<file path="src/rtl/core/dmm_pkg.sv">
// ----------------------------------------------------------------------------
// dmm_pkg
// Shared types and constants of the dilated mask merge block: item formats,
// register codes, line memory word and the control bundles between stages.
// ----------------------------------------------------------------------------
package dmm_pkg;

  // frame geometry
  localparam int unsigned MAX_WIDTH    = 1024;
  localparam int unsigned HEIGHT_LIMIT = 1024;
  localparam int unsigned COL_W        = $clog2(MAX_WIDTH);
  localparam int unsigned OUT_ROW_W    = $clog2(HEIGHT_LIMIT);
  // input row runs up to two rows past the frame while the tail drains
  localparam int unsigned IN_ROW_W     = $clog2(HEIGHT_LIMIT + 2);
  localparam int unsigned SIZE_W       = 11;

  // configuration port
  localparam int unsigned CFG_IDX_W = 2;

  // pixels
  localparam int unsigned PIX_W    = 8;
  localparam logic [PIX_W-1:0] FG_VALUE = 8'd255;

  // result queue
  localparam int unsigned FIFO_DEPTH = 4;
  localparam int unsigned FIFO_PTR_W = $clog2(FIFO_DEPTH);
  localparam int unsigned FIFO_CNT_W = $clog2(FIFO_DEPTH + 1);

  typedef enum logic [CFG_IDX_W-1:0] {
    CFG_FRAME_WIDTH  = 2'd0,
    CFG_FRAME_HEIGHT = 2'd1,
    CFG_PASS_MODE    = 2'd2
  } cfg_idx_e;

  typedef enum logic [1:0] {
    MODE_MERGE      = 2'd0,
    MODE_PASS_DIFF  = 2'd1,
    MODE_PASS_MODEL = 2'd2
  } pass_mode_e;

  typedef struct packed {
    logic             kind;
    logic [PIX_W-1:0] model_pixel;
    logic [PIX_W-1:0] diff_pixel;
  } in_item_t;

  typedef struct packed {
    logic [PIX_W-1:0] fg_pixel;
    logic             merge_mark;
    logic             frame_last;
  } out_item_t;

  // centre entry: value to output and difference mask foreground flag
  typedef struct packed {
    logic             diff_fg;
    logic [PIX_W-1:0] value;
  } centre_t;

  // one column of the line memory: model hits of the two rows above and
  // the centre entry of the row above
  typedef struct packed {
    logic    hit_up1;
    logic    hit_up2;
    centre_t centre;
  } line_word_t;

  typedef struct packed {
    logic             en;
    logic [COL_W-1:0] addr;
  } rd_req_t;

  // item in the memory stage
  typedef struct packed {
    logic             valid;
    logic [COL_W-1:0] col;
    logic             cur_hit;
    centre_t          cur_centre;
    logic             row_ge1;
    logic             row_ge2;
    logic             emit;
    logic             left_ok;
    logic             right_ok;
    logic             last;
    logic             single;
  } mem_item_t;

endpackage

</file>
<file path="src/rtl/core/dmm_out_fifo.sv">
// ----------------------------------------------------------------------------
// dmm_out_fifo
// Small result queue that decouples the memory stage from the receiver and
// reports its fill level for input flow control.
// ----------------------------------------------------------------------------
module dmm_out_fifo (
  input  logic                            clk_i,
  input  logic                            rst_ni,
  input  logic                            push_i,
  input  dmm_pkg::out_item_t              push_data_i,
  output logic                            out_valid_o,
  input  logic                            out_stall_i,
  output dmm_pkg::out_item_t              out_data_o,
  output logic [dmm_pkg::FIFO_CNT_W-1:0]  cnt_o
);

  dmm_pkg::out_item_t              entry_q [dmm_pkg::FIFO_DEPTH];
  logic [dmm_pkg::FIFO_PTR_W-1:0]  wr_ptr_q, rd_ptr_q;
  logic [dmm_pkg::FIFO_CNT_W-1:0]  cnt_q, cnt_d;
  logic                            pop;

  assign out_valid_o = (cnt_q != '0);
  assign out_data_o  = entry_q[rd_ptr_q];
  assign cnt_o       = cnt_q;
  assign pop         = out_valid_o && !out_stall_i;

  // fill level
  always_comb begin
    cnt_d = cnt_q;
    if (push_i && !pop) begin
      cnt_d = cnt_q + dmm_pkg::FIFO_CNT_W'(1);
    end else if (pop && !push_i) begin
      cnt_d = cnt_q - dmm_pkg::FIFO_CNT_W'(1);
    end
  end

  // storage
  always_ff @(posedge clk_i) begin
    if (push_i) begin
      entry_q[wr_ptr_q] <= push_data_i;
    end
  end

  // pointers
  always_ff @(posedge clk_i or negedge rst_ni) begin
    if (!rst_ni) begin
      wr_ptr_q <= '0;
      rd_ptr_q <= '0;
      cnt_q    <= '0;
    end else begin
      if (push_i) begin
        wr_ptr_q <= wr_ptr_q + dmm_pkg::FIFO_PTR_W'(1);
      end
      if (pop) begin
        rd_ptr_q <= rd_ptr_q + dmm_pkg::FIFO_PTR_W'(1);
      end
      cnt_q <= cnt_d;
    end
  end

`ifndef SYNTHESIS
  // flow control keeps the queue from overflowing
  a_no_overflow: assert property (@(posedge clk_i) disable iff (!rst_ni)
    (push_i && (cnt_q == dmm_pkg::FIFO_CNT_W'(dmm_pkg::FIFO_DEPTH))) |-> pop)
    else $error("result queue overflow");
`endif

endmodule

</file>
<file path="config.mk">
export PLATFORM = sky130hd
export DESIGN_NAME = dmm_out_fifo
export DESIGN_NICKNAME = d
export VERILOG_FILES = /design/src/rtl/core/dmm_pkg.sv /design/src/rtl/core/dmm_out_fifo.sv
export SDC_FILE = /design/constraint.sdc
export NUM_CORES = 1
export LEC_CHECK = 0
export BUFFER_PORTS_ARGS = -buffer_cell sky130_fd_sc_hd__buf_2
export CAP_MARGIN = 25
export CORE_MARGIN = 4
export CORE_UTILIZATION = 50
export DETAILED_ROUTE_END_ITERATION = 7
export GPL_ROUTABILITY_DRIVEN = 0
export GPL_TIMING_DRIVEN = 0
export PLACE_DENSITY = 0.75
export SYNTH_ARGS = -nofsm -noshare
export SYNTH_HDL_FRONTEND = slang
export SYNTH_SLANG_ARGS = --single-unit
</file>
<file path="constraint.sdc">
create_clock -name clk_i -period 2.3 [get_ports clk_i]
set_clock_uncertainty 0.15 [all_clocks]
set_input_delay 0.23 -clock clk_i [delete_from_list [all_inputs] [get_ports clk_i]]
set_output_delay 0.23 -clock clk_i [all_outputs]
set_load 0.03 [all_outputs]
</file>
# --- After elaboration in Yosys (flattened, before gate mapping) ---
# Memory sizes are Yosys's and may differ from the RTL's.
# Cells that the tools add are included.
word_totals:
  out_inout_bits: 14
  mem_bits_rw: 40
  elab_cells: 20
  memories: 1
  input_bits: 14
  register_bits: 7
classes:
  n_reduce_logical: 8
  muxes: 4
  n_addsub: 4
memory_table:
  columns: ["name", "depth", "width", "rd", "rd_clocked_by_memory_dff", "wr", "line", "rtl"]
  rows:
  - ["entry_q", 4, 10, 1, 0, 1, "dmm_out_fifo.sv:17", "dmm_pkg::out_item_t entry_q [dmm_pkg::FIFO_DEPTH];"]
ops:
  columns: ["operator", "count"]
  rows:
  - ["two-way mux 3 bit", 2]
  - ["adder 2 x 1 -> 2 bit (second input constant)", 2]
  - ["adder 3 x 1 -> 3 bit (second input constant)", 1]
  - ["logical AND 1 bit", 3]
  - ["logical NOT 1 bit", 3]
  - ["nonzero test 3 bit", 1]
  - ["subtractor 3 x 1 -> 3 bit (second input constant)", 1]
  - ["two-way mux 1 bit", 2]
  - ["nonzero test 2 bit", 1]

# --- Logic depth before layout (Yosys ltp) ---
# Gate-level depths: netlist of run 1.
logic_depth:
  ltp_word: 5
  mapped_depth: 8

# --- Worst setup path before layout of run 1 ---
# Ideal clock, no wire load.
synth_timing:
  kind: "reg2reg"
  startpoint: "register cnt_q (netlist bit cnt_o[0])"
  endpoint: "register cnt_q (netlist bit cnt_o[2])"
  required_ns: 2.070
  arrival_ns: 2.000
  setup_time_ns: 0.080
  slack_ns: 0.070
  path_stages_with_launch: 9
  path_buffers: 0
  cell_sequence: "dfrtp_1 nor3_1 or2_2 ha_1 inv_1 fa_1 xor2_1 nor2_1 xor2_1"
synth_between:
  elab_chain_len: 5
  word_cells_on_any_way: 10
synth_rtl:
  columns: ["item", "line", "rtl"]
  rows:
  - ["start: declaration", "dmm_out_fifo.sv:19", "logic [dmm_pkg::FIFO_CNT_W-1:0] cnt_q, cnt_d;"]
  - ["start signal: assignment", "dmm_out_fifo.sv:57", "cnt_q <= cnt_d;"]
  - ["branches (longest 5 deep; another with subtractor 3 x 1 -> 3 bit)", null, null]
# Several ways; the timed one is not identified. The select of a mux whose other input is x is not followed.
# A chain may end at the register's enable or synchronous reset.

# --- Worst setup path in the final report of run 1 ---
# Ends and elaborated chain as after synthesis.

==> impl_metrics.tcl, run 1 <==
set metrics [dict create \
    synthesis.area_mm2 0.00185 \
    maxCapViolations 0 \
    synth_edf_count 40 \
    arrival_ns 2.20 \
    cp.required_ns 2.38 \
    final_max_slew_viol_count 0 \
    clk_pin_slew_ns 0.09 \
    setup_viol 0 \
    clkLatencyLatePin_ns 0.30 \
    start_util_pct 53.7 \
    finalCritPeriodShare_pct 92.2 \
    num_rows 21 \
    yosysSeqAreaShare_pct 74.5 \
    start_kind "flop" \
    core_mm2 0.00344 \
    nets 149 \
    grtUsageTotal_pct 15.2 \
    antenna_found_initial 0 \
    fin_util_pct 65.6 \
    syn-num-nets 106 \
    period_needed_ns 2.12 \
    placed_cells 159 \
    fillCellCount 228 \
    dieArea_mm2 0.00473 \
    cp-end-kind "flop" \
    cts_tree "done" \
    cts_sinks 47 \
    status "completed" \
    critPathKind "flop to flop" \
    grt_start_max_net_pins 17 \
    drive_above_1_share_pct 38.5 \
    p_leak_nw 0.843 \
    worst_pin_slew_ns 0.579 \
    dieWidth_um 68.8 \
    syn_to_final_growth_pct 22.2 \
    numCtsBuffers 5 \
    fin_total_pwr_mw 2.93 \
    dr_total_vias 877 \
    synth_async_sr_flop_share_pct 14.9 \
    place.port_buffers 27 \
    drt_iter0_drc 61 \
    antenna_cells 0 \
    grt_pass1_wl_um 4720 \
    final-hold-violation-count 0 \
    synth-seq-cells 47 \
    cts.path.max_buffers 2 \
    num_io_pins 28 \
    cp_max_fo 4 \
    vias_per_cell 4.98 \
    routed_wl_um 2970 \
    timing.slew.headroom_pct 61.4 \
    fmax_mhz 471 \
    synth_cell_types 19 \
    detailedRoute.firstPassIterationCount 4 \
    grt-ovfl-total 0 \
    cts_max_level 2 \
    power.density_mw_per_mm2 1300 \
    syn_inst 86 \
    synth_area_per_cell_um2 21.5 \
    drc 0 \
    grt_setup_unrepaired "no" \
    ir_drop_v 0.000819 \
    wl_per_cell_um 16.9 \
    final_cells 176 \
    ant_nets 0 \
    synth_warnings 0 \
    synthFlopType "edfxtp_1" \
    grt_pass1_vias 935 \
    cts_root_buffer "clkbuf_8" \
    min_path_type "input pin to flop" \
    die_h_um 68.8 \
    hpwlAfterDp_um 2040 \
]
[synthesized netlist by cell type (all sizes together) (2+ instances only)]
cell	n	area [um^2]
ha	5	62.6
buf	2	16.3
and2	4	25.0
edfxtp	40	1200
mux4	10	233
inv	4	15.0
dfrtp	7	175
xnor2	2	17.5
xor2	4	35.0
[cells by family after synthesis]
| logic type | Yosys count | share of synthesized area, % |
|---|---|---|
| compound gates | 1 | 0.271 |
| xor+xnor | 6 | 2.84 |
| fa+ha+maj | 6 | 4.47 |
| buf+inv | 6 | 1.69 |
| flops | 47 | 74.5 |
| mux | 11 | 13.2 |
| simple gates | 9 | 3.05 |
[repair_timing]
| item | CTS | global route |
|---|---|---|
| gates cloned | 0 | 0 |
| setup endpoints to repair | 1 | 1 |
| pin swaps | 0 | 0 |
| resized for setup | 1 | 2 |
| setup buffers | 0 | 0 |
| hold buffers | 8 | 1 |
| hold endpoints to repair | 35 | 4 |
[report_power, final]
group | total, mW | internal [mW] | switching (mW)
registers | 1.25 | 1.14 | 0.111
logic | 1.08 | 0.429 | 0.654
clock network | 0.596 | 0.327 | 0.269
total | 2.93 | 1.90 | 1.03
[metal layers]
metal  vias to the layer above  GRT usage (%)  wire, um
met5                         -              0         0
met2                        28           26.1      1590
li1                        419              -         -
met1                       425           18.1      1150
met3                         5           5.02       178
met4                         0           5.11        47
[area by class of cell]
class / instances / area (um^2) / area share [%]
clock inverters: 3 / 46.3 / 2.05
flip-flops and latches: 47 / 1380 / 61.0
multi-input cells: 33 / 452 / 20.0
repair buffers: 36 / 225 / 9.97
plain buffers: 2 / 16.3 / 0.720
inverters: 4 / 15.0 / 0.665
clock buffers: 5 / 68.8 / 3.05
well taps: 46 / 57.6 / 2.55
[sequential cells by signal, indices dropped and copies added, names as in the netlist]
| name | flops |
|---|---|
| wr_ptr_q | 2 |
| entry_q | 40 |
| rd_ptr_q | 2 |
| cnt_o | 3 |
[cell usage in the layout (no fill, tap or decap)]
cell           count
edfxtp_1          40
buf_2             28
dlygate4sd3_1      9
mux4_2             8
dfrtp_1            6
ha_1               5
clkbuf_8           5
and2_1             4
inv_1              4
xor2_1             4
mux4_1             2
xnor2_1            2
buf_6              1
nor3_4             1
or2_2              1
mux2_2             1
nand2_1            1
o21ai_0            1
nor3b_2            1
nor2_1             1
fa_1               1
inv_6              1
bufinv_16          1
clkinvlp_4         1
dfrtp_2            1
[per-stage QoR]
step	hold WS (ns)	cell area [um^2]	worst slack (ns)	setup TNS (ns)
floorplan	-0.216	1850	0.0696	0
CTS	0.000222	2240	0.0765	0
global placement	-0.0810	2040	0.0875	0
detailed placement	-0.0731	2040	-0.00589	-0.00589
global route	0.0136	2260	0.0232	0
finish	0.0145	2260	0.178	0
[critical path, cell delays in order, from the launching register on]
cell	delay [ns]
dfrtp_2	0.46
nor3_4	0.24
or2_2	0.17
ha_1	0.18
inv_1	0.06
fa_1	0.37
xor2_1	0.15
nor2_1	0.12
xor2_1	0.15
[worst paths after layout]
| path | startpoint | end | slack, ns | cells past startpoint |
|---|---|---|---|---|
| worst max register to register | cnt_o[0] | cnt_o[2] | 0.18 | 8 |
| max in group asynchronous | rst_ni | cnt_o[0] | 1.68 | 2 |
| worst min-delay path | push_data_i[1] | entry_q[2][1] | 0.01 | 1 |
| worst max-delay path | cnt_o[0] | cnt_o[2] | 0.18 | 8 |
| worst min register to register | wr_ptr_q[0] | wr_ptr_q[0] | 0.39 | 1 |
| min in group asynchronous | rst_ni | cnt_o[1] | 0.14 | 2 |
No activity file was read; power rests on OpenSTA's default activity.
==> run 2: changes to the inputs <==
--- a/config.mk
+++ b/config.mk
@@ -9,6 +9,7 @@
 export CAP_MARGIN = 25
 export CORE_MARGIN = 4
 export CORE_UTILIZATION = 50
+export CTS_BUF_LIST = sky130_fd_sc_hd__clkbuf_16
 export DETAILED_ROUTE_END_ITERATION = 7
 export GPL_ROUTABILITY_DRIVEN = 0
 export GPL_TIMING_DRIVEN = 0
==> run 2 against run 1 <==
  * Clock power grew 35%
  * Cell count shrank 4.5%
  * Sequential share of layout area grew 0.65 points
  * Maximum frequency is essentially flat
  * Routed wire length grew 1.5%
  * Count of clock-buffer cells in the layout is the same
  * Via count shrank 1.8%
  * Non-clock buffer count shrank 8
  * Worst setup slack gained 0.0014 ns
  * Sequential cell count is the same
  * Register-to-register slack is essentially flat
  * Final area shrank 1.1%
  * Highest routed layer unchanged
==> impl_metrics.tcl, run 2 (same netlist as run 1, synthesis figures left out) <==
set metrics [dict create \
    status "completed" \
    final_common_cell "edfxtp_1" \
    ant_nets 0 \
    fillCellCount 229 \
    dieWidth_um 68.8 \
    dieArea_mm2 0.00473 \
    grt_setup_unrepaired "no" \
    area.sequential_mm2 0.00138 \
    start_kind "flop" \
    num_io_pins 28 \
    critPathKind "flop to flop" \
    num_rows 21 \
    cts_tree "done" \
    min_from "push_data_i[5]" \
    cellInternalPower_mw 2.08 \
    fin_total_pwr_mw 3.14 \
    numCtsBuffers 5 \
    setup_viol 0 \
    critical_path.top_delay_family "adder cells" \
    final-hold-violation-count 0 \
    holdPathEnd "entry_q[0][5]" \
    whs_path_depth 1 \
    cp-end-kind "flop" \
    final_cells 168 \
    vias_per_cell 5.13 \
    dr_total_vias 861 \
    arrival_ns 2.18 \
    cts_sinks 47 \
    cts.path.max_buffers 2 \
    fmax_mhz 472 \
    drive_above_1_share_pct 41.0 \
    placed_cells 159 \
    r2r_cells 8 \
    period_needed_ns 2.12 \
    finalCritPeriodShare_pct 92.2 \
    ir_drop_v 0.00105 \
    timing.slew.headroom_pct 61.4 \
    grt_start_max_net_pins 17 \
    cp.required_ns 2.36 \
    cts_max_level 2 \
    final_cell_mix "edfxtp_1, buf_2, mux4_2, dfrtp_1" \
    cts_root_buffer "clkbuf_16" \
    hpwlAfterDp_um 2040 \
    cpPeakStageDelay_ns 0.46 \
    dpl_cell_area_mm2 0.00204 \
    drt_iter0_drc 58 \
    path_cells "nor3_4, or2_2, ha_1, inv_1, fa_1, xor2_1, nor2_1, xor2_1" \
    nets 141 \
    design_area_mm2 0.00223 \
    final_max_slew_viol_count 0 \
    power_switching_mw 1.06 \
    grt_pass1_wl_um 4750 \
    wl_per_cell_um 17.9 \
    fin_util_pct 64.9 \
    grtUsageTotal_pct 15.6 \
    min_path_type "input pin to flop" \
    start_util_pct 53.7 \
    pwr-share-seq_pct 40.1 \
    place.port_buffers 27 \
    crit_buf_inv 1 \
    worst_pin_slew_ns 0.579 \
    grt_pass1_vias 926 \
    slowest_stage "dfrtp_2" \
    power.density_mw_per_mm2 1400 \
    clkPwrFrac_pct 25.7 \
    rrSetupSlack_ns 0.18 \
    antenna_found_initial 0 \
    reg2reg_from "cnt_o[0]" \
    antenna_cells 0 \
    largest_reg_flops 40 \
    p_sw_share_pct 33.7 \
    grt-ovfl-total 0 \
    cp_common_cell "xor2_1" \
    drc 0 \
    cp_max_fo 4 \
    clkLatencyLatePin_ns 0.28 \
    critical_path.reg2reg.endpoint "cnt_o[2]" \
    syn_to_final_growth_pct 20.9 \
    p_comb_share_pct 34.2 \
    maxCapViolations 0 \
    routed_wl_um 3020 \
    regMostFlops "entry_q" \
    detailedRoute.firstPassIterationCount 4 \
    clk_pin_slew_ns 0.06 \
    multi_input_area_um2 452 \
    core_mm2 0.00344 \
    postCtsSetupBuffers 0 \
    die_h_um 68.8 \
    p_leak_nw 0.836 \
]
[run 2: timing repair]
action,CTS,global route
cloned,0,0
resized for setup,1,2
endpoints found under the hold margin,7,0
hold buffers,1,0
pin swaps,0,0
endpoints found under the setup margin,1,1
[run 2: cell type report]
cell class	count	area share, %
clock inverters	3	2.07
multi-input cells	33	20.2
clock buffers	5	5.60
plain buffers	2	0.728
repair buffers	28	6.49
inverters	4	0.672
well taps	46	2.58
flip-flops and latches	47	61.6
[run 2: power by group through the flow]
stage	registers, mW	logic (mW)	clock network (mW)
2_1_floorplan	1.28	0.767	0
3_3_place_gp	1.24	1.07	0
3_5_place_dp	1.26	1.08	0
4_1_cts	1.25	1.09	0.825
5_1_grt	1.28	1.17	0.865
6_report	1.26	1.07	0.805
[run 2: how the worst max path moves through the flow]
stage / end / cells past startpoint / from
floorplan: cnt_o[2] / 8 / cnt_o[0]
global placement: cnt_o[2] / 8 / cnt_o[0]
finish: cnt_o[2] / 8 / cnt_o[0]
global route: cnt_o[2] / 8 / cnt_o[0]
detailed placement: cnt_o[2] / 8 / cnt_o[0]
CTS: cnt_o[2] / 8 / cnt_o[0]
[run 2: layer usage]
| metal | part of all wire [%] | vias to the layer above | wire length, um | track usage (%) |
|---|---|---|---|---|
| li1 | - | 403 | - | - |
| met3 | 4.8 | 7 | 146 | 4.86 |
| met1 | 37 | 427 | 1100 | 17.6 |
| met5 | 0 | - | 0 | 0 |
| met2 | 56 | 24 | 1690 | 27.1 |
| met4 | 2.6 | 0 | 79 | 7.30 |
[run 2: per-stage QoR]
stage | hold WS, ns | setup slack (ns) | setup TNS, ns
finish | 0.00547 | 0.180 | 0
global route | 0.00253 | 0.0270 | 0
CTS | 0.000436 | 0.0769 | 0
detailed placement | -0.0731 | -0.00589 | -0.00589
global placement | -0.0810 | 0.0875 | 0
floorplan | -0.216 | 0.0696 | 0
