File: config.mk
export PLATFORM = sky130hd
export DESIGN_NAME = dmm_ctrl
export DESIGN_NICKNAME = d
export VERILOG_FILES = /design/src/rtl/core/dmm_pkg.sv /design/src/rtl/core/dmm_ctrl.sv
export SDC_FILE = /design/constraint.sdc
export NUM_CORES = 1
export LEC_CHECK = 0
export ABC_AREA = 1
export BUFFER_PORTS_ARGS = -buffer_cell sky130_fd_sc_hd__clkbuf_2
export CORE_ASPECT_RATIO = 1.75
export CORE_MARGIN = 8
export CORE_UTILIZATION = 37
export DETAILED_ROUTE_END_ITERATION = 10
export GPL_TIMING_DRIVEN = 0
export PLACE_DENSITY_LB_ADDON = 0.05
export SYNTH_ARGS = -nofsm -noshare
export SYNTH_HDL_FRONTEND = slang
export SYNTH_SLANG_ARGS = --single-unit
File: constraint.sdc
create_clock -name clk_i -period 2.7 [get_ports clk_i]
set_clock_uncertainty 0.05 [all_clocks]
set_input_delay 0.54 -clock clk_i [delete_from_list [all_inputs] [get_ports clk_i]]
set_output_delay 0.54 -clock clk_i [all_outputs]
set_load 0.05 [all_outputs]
File: src/rtl/core/dmm_pkg.sv
// ----------------------------------------------------------------------------
// dmm_pkg
// Shared types and constants of the dilated mask merge block: item formats,
// register codes, line memory word and the control bundles between stages.
// ----------------------------------------------------------------------------
package dmm_pkg;

  // frame geometry
  localparam int unsigned MAX_WIDTH    = 1024;
  localparam int unsigned HEIGHT_LIMIT = 1024;
  localparam int unsigned COL_W        = $clog2(MAX_WIDTH);
  localparam int unsigned OUT_ROW_W    = $clog2(HEIGHT_LIMIT);
  // input row runs up to two rows past the frame while the tail drains
  localparam int unsigned IN_ROW_W     = $clog2(HEIGHT_LIMIT + 2);
  localparam int unsigned SIZE_W       = 11;

  // configuration port
  localparam int unsigned CFG_IDX_W = 2;

  // pixels
  localparam int unsigned PIX_W    = 8;
  localparam logic [PIX_W-1:0] FG_VALUE = 8'd255;

  // result queue
  localparam int unsigned FIFO_DEPTH = 4;
  localparam int unsigned FIFO_PTR_W = $clog2(FIFO_DEPTH);
  localparam int unsigned FIFO_CNT_W = $clog2(FIFO_DEPTH + 1);

  typedef enum logic [CFG_IDX_W-1:0] {
    CFG_FRAME_WIDTH  = 2'd0,
    CFG_FRAME_HEIGHT = 2'd1,
    CFG_PASS_MODE    = 2'd2
  } cfg_idx_e;

  typedef enum logic [1:0] {
    MODE_MERGE      = 2'd0,
    MODE_PASS_DIFF  = 2'd1,
    MODE_PASS_MODEL = 2'd2
  } pass_mode_e;

  typedef struct packed {
    logic             kind;
    logic [PIX_W-1:0] model_pixel;
    logic [PIX_W-1:0] diff_pixel;
  } in_item_t;

  typedef struct packed {
    logic [PIX_W-1:0] fg_pixel;
    logic             merge_mark;
    logic             frame_last;
  } out_item_t;

  // centre entry: value to output and difference mask foreground flag
  typedef struct packed {
    logic             diff_fg;
    logic [PIX_W-1:0] value;
  } centre_t;

  // one column of the line memory: model hits of the two rows above and
  // the centre entry of the row above
  typedef struct packed {
    logic    hit_up1;
    logic    hit_up2;
    centre_t centre;
  } line_word_t;

  typedef struct packed {
    logic             en;
    logic [COL_W-1:0] addr;
  } rd_req_t;

  // item in the memory stage
  typedef struct packed {
    logic             valid;
    logic [COL_W-1:0] col;
    logic             cur_hit;
    centre_t          cur_centre;
    logic             row_ge1;
    logic             row_ge2;
    logic             emit;
    logic             left_ok;
    logic             right_ok;
    logic             last;
    logic             single;
  } mem_item_t;

endpackage

File: src/rtl/core/dmm_ctrl.sv
// ----------------------------------------------------------------------------
// dmm_ctrl
// Configuration registers, input and output raster counters, input flow
// control and issue of the line memory read for each accepted transaction.
// ----------------------------------------------------------------------------
module dmm_ctrl (
  input  logic                            clk_i,
  input  logic                            rst_ni,
  input  logic                            in_valid_i,
  input  dmm_pkg::in_item_t               in_data_i,
  output logic                            in_stall_o,
  input  logic                            cfg_valid_i,
  output logic                            cfg_ready_o,
  input  logic [dmm_pkg::CFG_IDX_W-1:0]   cfg_index_i,
  input  logic [dmm_pkg::SIZE_W-1:0]      cfg_data_i,
  input  logic [dmm_pkg::FIFO_CNT_W-1:0]  fifo_cnt_i,
  output dmm_pkg::rd_req_t                rd_req_o,
  output dmm_pkg::mem_item_t              item_o,
  output dmm_pkg::pass_mode_e             mode_o
);

  logic [dmm_pkg::COL_W-1:0]     weff_m1_q, weff_m1_d;
  logic [dmm_pkg::SIZE_W-1:0]    heff_q, heff_d;
  dmm_pkg::pass_mode_e           mode_q, mode_d;
  logic                          cfg_hit;

  logic [dmm_pkg::COL_W-1:0]     in_col_q, in_col_d;
  logic [dmm_pkg::IN_ROW_W-1:0]  in_row_q, in_row_d;
  logic [dmm_pkg::COL_W-1:0]     out_col_q, out_col_d;
  logic [dmm_pkg::OUT_ROW_W-1:0] out_row_q, out_row_d;
  logic [dmm_pkg::OUT_ROW_W-1:0] heff_m1;

  dmm_pkg::mem_item_t            item_q, item_d;

  logic accept, live, in_frame, single, emit, last, pos_zero;
  dmm_pkg::centre_t              centre;

  // configuration decode, sizes clipped at write time
  assign cfg_ready_o = 1'b1;

  always_comb begin
    weff_m1_d = weff_m1_q;
    heff_d    = heff_q;
    mode_d    = mode_q;
    cfg_hit   = 1'b0;
    if (cfg_valid_i && cfg_ready_o) begin
      case (dmm_pkg::cfg_idx_e'(cfg_index_i))
        dmm_pkg::CFG_FRAME_WIDTH: begin
          cfg_hit = 1'b1;
          if (cfg_data_i == '0) begin
            weff_m1_d = '0;
          end else if (cfg_data_i > dmm_pkg::SIZE_W'(dmm_pkg::MAX_WIDTH)) begin
            weff_m1_d = dmm_pkg::COL_W'(dmm_pkg::MAX_WIDTH - 1);
          end else begin
            weff_m1_d = dmm_pkg::COL_W'(cfg_data_i - dmm_pkg::SIZE_W'(1));
          end
        end
        dmm_pkg::CFG_FRAME_HEIGHT: begin
          cfg_hit = 1'b1;
          if (cfg_data_i == '0) begin
            heff_d = dmm_pkg::SIZE_W'(1);
          end else if (cfg_data_i > dmm_pkg::SIZE_W'(dmm_pkg::HEIGHT_LIMIT)) begin
            heff_d = dmm_pkg::SIZE_W'(dmm_pkg::HEIGHT_LIMIT);
          end else begin
            heff_d = cfg_data_i;
          end
        end
        dmm_pkg::CFG_PASS_MODE: begin
          cfg_hit = 1'b1;
          case (cfg_data_i[1:0])
            dmm_pkg::MODE_PASS_DIFF:  mode_d = dmm_pkg::MODE_PASS_DIFF;
            dmm_pkg::MODE_PASS_MODEL: mode_d = dmm_pkg::MODE_PASS_MODEL;
            default:                  mode_d = dmm_pkg::MODE_MERGE;
          endcase
        end
        default: cfg_hit = 1'b0;
      endcase
    end
  end

  assign heff_m1 = dmm_pkg::OUT_ROW_W'(heff_q - dmm_pkg::SIZE_W'(1));
  assign mode_o  = mode_q;

  // flow control: room for the item in the memory stage plus a new one
  assign in_stall_o = (fifo_cnt_i == dmm_pkg::FIFO_CNT_W'(dmm_pkg::FIFO_DEPTH)) ||
                      ((fifo_cnt_i == dmm_pkg::FIFO_CNT_W'(dmm_pkg::FIFO_DEPTH - 1)) &&
                       item_q.valid && item_q.emit);

  // position decode of the incoming transaction
  always_comb begin
    accept   = in_valid_i && !in_stall_o;
    pos_zero = (in_row_q == '0) && (in_col_q == '0);
    live     = accept && !(in_data_i.kind && pos_zero);
    in_frame = in_row_q < dmm_pkg::IN_ROW_W'(heff_q);
    single   = (weff_m1_q == '0);
    if (single) begin
      emit = (in_row_q != '0);
    end else begin
      emit = (in_row_q >= dmm_pkg::IN_ROW_W'(2)) ||
             ((in_row_q == dmm_pkg::IN_ROW_W'(1)) && (in_col_q != '0));
    end
    last = emit && (out_row_q == heff_m1) && (out_col_q == weff_m1_q);
  end

  // centre entry, flush and surplus items count as zero pixels
  always_comb begin
    centre = '0;
    if (in_frame && !in_data_i.kind) begin
      centre.diff_fg = (in_data_i.diff_pixel == dmm_pkg::FG_VALUE);
      centre.value   = (mode_q == dmm_pkg::MODE_PASS_DIFF) ? in_data_i.diff_pixel
                                                           : in_data_i.model_pixel;
    end
  end

  // raster counters
  always_comb begin
    in_col_d  = in_col_q;
    in_row_d  = in_row_q;
    out_col_d = out_col_q;
    out_row_d = out_row_q;
    if (cfg_hit || (live && last)) begin
      in_col_d  = '0;
      in_row_d  = '0;
      out_col_d = '0;
      out_row_d = '0;
    end else if (live) begin
      if (in_col_q == weff_m1_q) begin
        in_col_d = '0;
        in_row_d = in_row_q + dmm_pkg::IN_ROW_W'(1);
      end else begin
        in_col_d = in_col_q + dmm_pkg::COL_W'(1);
      end
      if (emit) begin
        if (out_col_q == weff_m1_q) begin
          out_col_d = '0;
          out_row_d = out_row_q + dmm_pkg::OUT_ROW_W'(1);
        end else begin
          out_col_d = out_col_q + dmm_pkg::COL_W'(1);
        end
      end
    end
  end

  // memory stage item and read request
  always_comb begin
    item_d            = '0;
    item_d.valid      = live;
    item_d.col        = in_col_q;
    item_d.cur_hit    = in_frame && !in_data_i.kind &&
                        (in_data_i.model_pixel == dmm_pkg::FG_VALUE);
    item_d.cur_centre = centre;
    item_d.row_ge1    = (in_row_q != '0);
    item_d.row_ge2    = (in_row_q >= dmm_pkg::IN_ROW_W'(2));
    item_d.emit       = emit;
    item_d.left_ok    = (out_col_q != '0);
    item_d.right_ok   = (out_col_q != weff_m1_q);
    item_d.last       = last;
    item_d.single     = single;
  end

  assign rd_req_o.en   = live;
  assign rd_req_o.addr = in_col_q;
  assign item_o        = item_q;

  // registers
  always_ff @(posedge clk_i or negedge rst_ni) begin
    if (!rst_ni) begin
      weff_m1_q <= dmm_pkg::COL_W'(639);
      heff_q    <= dmm_pkg::SIZE_W'(480);
      mode_q    <= dmm_pkg::MODE_MERGE;
      in_col_q  <= '0;
      in_row_q  <= '0;
      out_col_q <= '0;
      out_row_q <= '0;
      item_q    <= '0;
    end else begin
      weff_m1_q <= weff_m1_d;
      heff_q    <= heff_d;
      mode_q    <= mode_d;
      in_col_q  <= in_col_d;
      in_row_q  <= in_row_d;
      out_col_q <= out_col_d;
      out_row_q <= out_row_d;
      item_q    <= item_d;
    end
  end

`ifndef SYNTHESIS
  // input column never runs past the active width
  a_in_col_range: assert property (@(posedge clk_i) disable iff (!rst_ni)
    in_col_q <= weff_m1_q)
    else $error("input column beyond frame width");

  // output row stays inside the frame
  a_out_row_range: assert property (@(posedge clk_i) disable iff (!rst_ni)
    dmm_pkg::SIZE_W'(out_row_q) < heff_q)
    else $error("output row beyond frame height");

  // the final result of a frame is a real result at the right edge
  a_last_edge: assert property (@(posedge clk_i) disable iff (!rst_ni)
    (item_q.valid && item_q.last) |-> (item_q.emit && !item_q.right_ok))
    else $error("frame end flagged off the right edge");
`endif

endmodule

* After elaboration in Yosys (flattened, before gate mapping)
Cells that the tools add are included.
** Word-level totals
- Register bits :: 92
- Word-level logic and storage cells :: 103
** Operators by class
- Add/subtract/negate cells :: 6
- $lt $le $gt $ge :: 3
- Eq/ne operators :: 14
- Muxes and demuxes :: 24
- Reductions and logical operators :: 37
** Operators with widths (count)
- 10-bit two-way mux :: 13
- 11-bit two-way mux :: 5
- 10-bit by 1-bit adder with 10-bit output (second input constant) :: 3
- 10-bit equality test :: 3
- 11-bit zero test :: 2
- 10-bit zero test :: 2
- 10-bit nonzero test :: 2
- 10-bit by 1-bit subtractor with 10-bit output (second input constant) :: 2
- 8-bit equality test (second input constant) :: 2
- 1-bit logical AND :: 12
- 11-bit by 1-bit adder with 11-bit output (second input constant) :: 1
- 11-bit by 1-bit equality test with 1-bit output (second input constant) :: 1
- 11-bit by 2-bit >= comparator with 1-bit output (second input constant) :: 1
- 11-bit > comparator (second input constant) :: 1
- 11-bit less-than comparator :: 1
- 11-bit nonzero test :: 1
- 10-bit != test :: 1
- 2-bit AND reduction :: 5
- 9-bit two-way mux :: 1
- 8-bit two-way mux :: 1
- 2-bit nonzero test :: 4
- 2-bit by 1-bit equality test with 1-bit output (second input constant) :: 3
- 2-bit equality test (second input constant) :: 2
- 2-bit case mux with 2 select lines :: 1
- other kinds (8) :: 14

* Logic depth before layout (Yosys ltp)
Gate-level depths: netlist of the first run.
- Depth in word-level cells :: 11
- Mapped depth :: 17

* Least setup slack after synthesis of the first run
Ideal clock, no wire load.
- Path type :: input to register
- From :: input cfg_data_i[0] (netlist bit)
- To :: register weff_m1_q[9] (netlist bit)
- Data arrival time :: 1855 ps
- Required time :: 2562 ps
- Path slack :: 707 ps
- Stages :: 9
- Buffers on the path :: 0
- Cell sequence :: inv_1 > ha_1 > nand4_1 > nor4_1 > a21oi_1 > clkinv_1 > nand2_1 > o21ai_0 > o21ai_0
** On the way
- Cells in the longest elaborated chain, start to end :: 3
** Ends and longest elaborated chain
- from (decl) :: RTL line dmm_ctrl.sv:15 : input logic [dmm_pkg::SIZE_W-1:0] cfg_data_i,
- 10-bit by 1-bit subtractor with 10-bit output or 11-bit > comparator (tied branches) :: RTL line dmm_ctrl.sv:55, dmm_ctrl.sv:52
- 10-bit two-way mux :: RTL line dmm_ctrl.sv:52 : end else if (cfg_data_i > dmm_pkg::SIZE_W'(dmm_pkg::MAX_WIDTH)) begin
- 10-bit two-way mux (*) :: RTL line dmm_ctrl.sv:50 : if (cfg_data_i == '0) begin
- to (signal assigned) :: RTL line dmm_ctrl.sv:168 : weff_m1_q <= dmm_pkg::COL_W'(639);
- to (signal assigned) :: RTL line dmm_ctrl.sv:177 : weff_m1_q <= weff_m1_d;
- to (decl) :: RTL line dmm_ctrl.sv:22 : logic [dmm_pkg::COL_W-1:0] weff_m1_q, weff_m1_d;
Mark *: on every way between the ends. The rest lies on a longest branch, timed or not.
A chain may end at the register's enable or synchronous reset.

==> results of run 1 <==
==> cell type report <==
class | count | area (um2) | area share, %
clock inverter | 6 | 55.1 | 0.811
multi-input combinational | 535 | 2930 | 43.2
clock buffer | 10 | 239 | 3.52
buffer | 25 | 175 | 2.58
timing repair buffer | 84 | 460 | 6.78
inverter | 98 | 368 | 5.42
tap | 186 | 233 | 3.43
sequential | 92 | 2330 | 34.3
==> cell families (layout without fill, tap and decap cells) <==
kind of cell | after synthesis | in the layout | share of synthesized area, %
and+or+nand+nor | 399 | 399 | 31.7
buffers and inverters | 123 | 223 | 9.39
DFF | 92 | 92 | 40.1
AOI/OAI and AO/OA | 67 | 67 | 6.95
xor gates and xnor gates | 44 | 44 | 6.67
adders and majority gates | 23 | 23 | 4.98
other | 1 | 1 | 0.0649
muxes | 1 | 1 | 0.195
==> where the power goes <==
group	internal [uW]	switching (uW)
registers	1560	170
logic	449	939
clock network	668	587
==> Yosys cell counts (2+ instances only) <==
master and n:
nor2_4 2, clkbuf_1 3, xnor2_1 9, and3_1 3
nor3b_1 2, a21oi_1 23, inv_1 90, nand4_1 27
dfstp_2 12, nand3_1 59, nor2_1 77, buf_6 4
nand2_2 4, nor3_2 2, nor3_1 19, xor2_1 35
nand3b_1 10, buf_2 5, inv_2 6, buf_4 12
nand2_1 175, o21ai_1 5, o22ai_1 6, clkinv_1 2
ha_1 23, nor4_1 9, dfrtp_1 80, o21ai_0 25
nor2_2 4
==> routing by layer <==
layer | vias to the layer above | wire, um
li1 | 2623 | -
met1 | 2442 | 6370
met2 | 114 | 9030
met3 | 26 | 662
met4 | 0 | 512
met5 | - | 0
==> timing repair <==
item / in CTS / in global routing
pin swaps: 1 / 2
hold endpoints to repair: 0 / 0
buffers inserted: 3 / 2
gates resized for setup: 13 / 3
endpoints found under the setup margin: 1 / 1
==> metrics by stage <==
step | hold slack (ps) | instance area, um2
after detailed placement | 439 | 6430
final | 124 | 6790
after CTS | 137 | 6770
after global routing | 154 | 6790
after global placement | 440 | 6400
after floorplan | 194 | 5780
==> path summary, 6_finish.rpt <==
path                                     end  slack [ps]  cells after the start
worst max register to register   in_row_q[8]         330                     13
worst min register to register    item_o[24]         450                      0
min in group clk_i                 item_o[7]         390                      3
worst min-delay path            out_col_q[0]         120                      1
max in group asynchronous       weff_m1_q[9]        1760                      2
worst max-delay path            rd_req_o[10]         120                      9
==> sequential cells by signal (all words and copies together) (netlist names) <==
name,cells
heff_q,11
in_col_q,10
in_row_q,11
item_o,28
mode_o,2
out_col_q,10
out_row_q,10
weff_m1_q,10
==> metrics.md, run 1 <==
| Metric | Value |
|---|---|
| Outcome | `completed` |
| Yosys top cell by area | `dfrtp_1` |
| Async SR Flop Fraction | `100%` |
| Syn nets | `810` |
| Worst-Skew Late Latency | `340 ps` |
| Pwr/cell area | `644 mW/mm2` |
| CTS hold repair buffers | `0` |
| GR Overflow Total | `0` |
| P_leak | `0.00350 uW` |
| Most frequent CP cell | `buf_4` |
| Die Ht | `181 um` |
| Top Usage Layer GRT | `met2` |
| Commonest non-fill, non-tap cell in the layout | `nand2_1` |
| Path type of the worst min-delay path | `in2async` |
| Detail Route Antenna Nets | `0` |
| Nets@finish | `905` |
| Final Instance Count excl. Fillers | `1036` |
| Data required, critical path | `2110 ps` |
| WS Path Type | `reg2out` |
| CP max FO | `4` |
| Top cell type's share of synthesized area | `34.6%` |
| # fillers | `1583` |
| Hpwl dp | `13100 um` |
| Crit path largest cell delay | `440 ps` |
| I/O Pins | `80` |
| Largest cells by area after synthesis | `dfrtp_1 (35%), nand2_1 (11%), inv_1 (5.8%), dfstp_2 (5.5%), xor2_1 (5.3%)` |
| Cell count after synthesis | `750` |
| #FFs+latches synth | `92` |
| Die width | `110 um` |
| Vias per cell | `5.02` |
| First-pass GRT wire length | `27600 um` |
| Area growth syn-to-layout | `17.5%` |
| Routed length per instance | `16.0 um` |
| Max_slew headroom | `36.5%` |
| Final setup TNS | `0 ps` |
| Placeable core region | `0.0153 mm2` |
| Met1 Resource Use GR | `17.0%` |
| DR vias | `5205` |
| Max VDD drop | `274 uV` |
| Max-cap viol count | `0` |
| Final hold violations | `0` |
| Root buffer selected by CTS | `clkbuf_16` |
| Slowest CP cell | `dfrtp_2` |
| FF-to-FF Start | `in_col_q[0]` |
| Final GP Congestion | `0.881` |
| Worst-margin pin slew | `946 ps` |
| Worst Path Arrival | `1990 ps` |
| Number of cell rows | `60` |
| Vias in the first global route | `5413` |
| Setup WS post-layout | `117 ps` |
| Count of cell types in the netlist | `46` |
| EDFF count, synth | `0` |
| Antenna violations before repair | `0` |
| Die area | `0.0200 mm2` |
| Grt met3 use | `3.65%` |
| Sink Count | `92` |
| Max Root-Sink Buffers | `2` |
| Cell area after synthesis | `0.00578 mm2` |
| Post-layout util | `44.3%` |
| Design Power | `4370 uW` |
| Worst-path cell chain | `inv_2 -> ha_1 -> nand2_1 -> nor2_2 -> nand2_2 -> nor3_4 -> nor2_4 -> buf_4 -> buf_4` |
| Crit path buffers/inverters | `3` |
| Initial Util | `37.7%` |
| Final worst path period share | `95.7%` |
| Detailed-router iteration count before antenna repair | `4` |
| First DRT Iteration DRCs | `266` |
| I/O Buffers | `78` |
| Cell family with most CP delay | `simple AND/OR/NAND/NOR gates` |
| Post-synth top flop | `dfrtp_1` |
| Final setup viols | `0` |
| CP Launch Type | `register` |
| Critical path endpoint category | `output port` |
| CTS buffer count | `9` |
| Syn_area_per_cell | `7.71 um2` |
| Max-slew violations | `0` |
| GR met2 Demand/Resource | `31.5%` |
| Layout cells sized above 1 | `20.2%` |
| CTS tree | `done` |
| Sequential area share after synthesis | `40.1%` |
| Total track usage | `16.8%` |
| Total Wirelength | `16600 um` |
| Antenna cell count | `0` |
| Max Clk Rate | `0.387 GHz` |
| Pre-CTS setup slack | `70.2 ps` |
| Final Critical Period | `2580 ps` |
| Clk slew on worst S/H paths | `70 ps` |
| CP Launch Point | `in_col_q[0]` |
| Synth warn | `0` |
| H-tree Lvls | `3` |
| DRC | `0` |
| Placed cells | `1015` |
| Most frequent cells in the layout | `nand2_1 (174), inv_1 (87), nor2_1 (76), clkbuf_2 (76), dfrtp_1 (73)` |
| Largest net degree at the start of global routing | `62` |
Power figures use the tool's default switching activity.
==> run 2: changes to the inputs <==
--- a/config.mk
+++ b/config.mk
@@ -7,8 +7,9 @@
 export LEC_CHECK = 0
 export ABC_AREA = 1
 export BUFFER_PORTS_ARGS = -buffer_cell sky130_fd_sc_hd__clkbuf_2
+export CELL_PAD_IN_SITES_DETAIL_PLACEMENT = 0
+export CELL_PAD_IN_SITES_GLOBAL_PLACEMENT = 1
 export CORE_ASPECT_RATIO = 1.75
-export CORE_MARGIN = 8
 export CORE_UTILIZATION = 37
 export DETAILED_ROUTE_END_ITERATION = 10
 export GPL_TIMING_DRIVEN = 0
==> metrics.md, run 2 (synthesis gave the netlist of run 1 again) <==
| Metric | Value |
|---|---|
| Die width | `96.5 um` |
| Largest net degree at the start of global routing | `57` |
| Initial Util | `37.7%` |
| RSZ-0062 raised after global routing | `false` |
| I/O Pins | `80` |
| Antenna violations before repair | `0` |
| GR Overflow Total | `0` |
| Routed length per instance | `16.0 um` |
| Final setup viols | `0` |
| Detailed-router iteration count before antenna repair | `5` |
| Critical path endpoint category | `output port` |
| Die area | `0.0161 mm2` |
| # fillers | `1616` |
| Commonest non-fill, non-tap cell in the layout | `nand2_1` |
| Clk slew on worst S/H paths | `70 ps` |
| Total Wirelength | `16500 um` |
| Number of cell rows | `60` |
| Max VDD drop | `270 uV` |
| Layout cells sized above 1 | `20.0%` |
| I/O Buffers | `78` |
| Max-cap viol count | `0` |
| Slowest CP cell | `dfrtp_2` |
| Max_slew headroom | `36.9%` |
| CTS tree | `done` |
| Area growth syn-to-layout | `17.8%` |
| Die Ht | `167 um` |
| Most frequent cells in the layout | `nand2_1 (174), inv_1 (87), nor2_1 (76), clkbuf_2 (76), dfrtp_1 (72)` |
| P_leak | `0.00351 uW` |
| CP Launch Point | `in_col_q[0]` |
| Pwr/cell area | `663 mW/mm2` |
| Worst-Skew Late Latency | `350 ps` |
| DRC | `0` |
| FF-to-FF Start | `in_col_q[0]` |
| Final worst path period share | `97.9%` |
| Final GP Congestion | `0.849` |
| Max Root-Sink Buffers | `2` |
| DR vias | `5199` |
| Hpwl dp | `12900 um` |
| Total track usage | `21.8%` |
| WS Path Type | `reg2out` |
| Reg area | `0.00233 mm2` |
| Design Power | `4520 uW` |
| Vias per cell | `5.02` |
| H-tree Lvls | `3` |
| Path type of the worst min-delay path | `in2async` |
| Max Clk Rate | `0.378 GHz` |
| Max reg flops | `28` |
| Placed cell area | `0.00643 mm2` |
| Antenna cell count | `0` |
| Final instance area | `0.00681 mm2` |
| Max-slew violations | `0` |
| Multi-input logic area | `0.00293 mm2` |
| First DRT Iteration DRCs | `198` |
| Final hold violations | `0` |
| Crit path largest cell delay | `450 ps` |
| Worst-path cell chain | `inv_2 -> ha_1 -> nand2_1 -> nor2_1 -> nand2_2 -> nor3_4 -> nor2_4 -> buf_4 -> buf_4` |
| CTS buffer count | `9` |
| CP max FO | `5` |
| Most frequent CP cell | `buf_4` |
| Sink Count | `92` |
| Root buffer selected by CTS | `clkbuf_16` |
| Nets@finish | `904` |
| Vias in the first global route | `5133` |
| Worst Path Arrival | `2050 ps` |
| Outcome | `completed` |
| CP Launch Type | `register` |
| Final Instance Count excl. Fillers | `1035` |
| Placeable core region | `0.0153 mm2` |
| Worst-margin pin slew | `939 ps` |
| First-pass GRT wire length | `26400 um` |
| Detail Route Antenna Nets | `0` |
| Final Critical Period | `2640 ps` |
| Data required, critical path | `2110 ps` |
| R2R depth | `13` |
| Placed cells | `1015` |
## run 2: cell count changes in the layout (fill, tap and decap cells not counted), sizes merged
cell	change
bufinv	+2
buf	-1
clkinv	-1
inv	-1
## run 2: metal layers
layer | vias to the layer above | track usage (%) | share of wire, % | wire length, um
li1 | 2598 | - | - | -
met1 | 2463 | 24.2 | 39 | 6380
met2 | 114 | 40.3 | 55 | 9140
met3 | 24 | 2.86 | 3.2 | 524
met4 | 0 | 8.57 | 2.9 | 481
met5 | - | 0 | 0 | 0
## run 2: path summary, 6_finish.rpt
check | endpoint | slack [ps]
max in group asynchronous | heff_q[8] | 1730
worst min-delay path | item_o[10] | 140
worst max register to register | in_col_q[4] | 280
worst min register to register | item_o[24] | 450
min in group clk_i | item_o[7] | 380
worst max-delay path | rd_req_o[10] | 60
## run 2: power by group
group          total [uW]  switching, uW  internal [uW]
logic                1380            938            443
registers            1730            177           1560
clock network        1400            582            822
## run 2: stage by stage
stage	worst slack [ps]	hold WS (ps)	setup TNS [ps]	utilization, %
2_1_floorplan	707	194	0	-
3_3_place_gp	-124	439	-8800	41.8
3_5_place_dp	60.5	443	0	42.0
4_1_cts	3.71	163	0	44.4
5_1_grt	7.75	182	0	44.5
6_report	57.8	144	0	44.5
## run 2: final cells by class
cell class	instances	share of cell area, %
Clock buffer	10	3.36
Timing Repair Buffer	83	6.65
Multi-Input combinational cell	535	43.0
Inverter	98	5.40
Buffer	25	2.57
Tap cell	186	3.42
Sequential cell	92	34.2
Clock inverter	6	1.40
## run 2: what timing repair did
| item | CTS | global route |
|---|---|---|
| pin swaps | 2 | 2 |
| setup endpoints to repair | 1 | 1 |
| hold buffers | 0 | 0 |
| gates resized for setup | 14 | 2 |
| hold endpoints to repair | 0 | 0 |
| buffers inserted | 3 | 1 |
## run 2: worst max-delay path, delay by kind of cell, from the launching register on
kind	cells	cell delay (ps)
buffers and inverters	3	440
flip-flops	1	450
AND/OR/NAND/NOR	5	640
adder cells (fa/ha/maj)	1	170
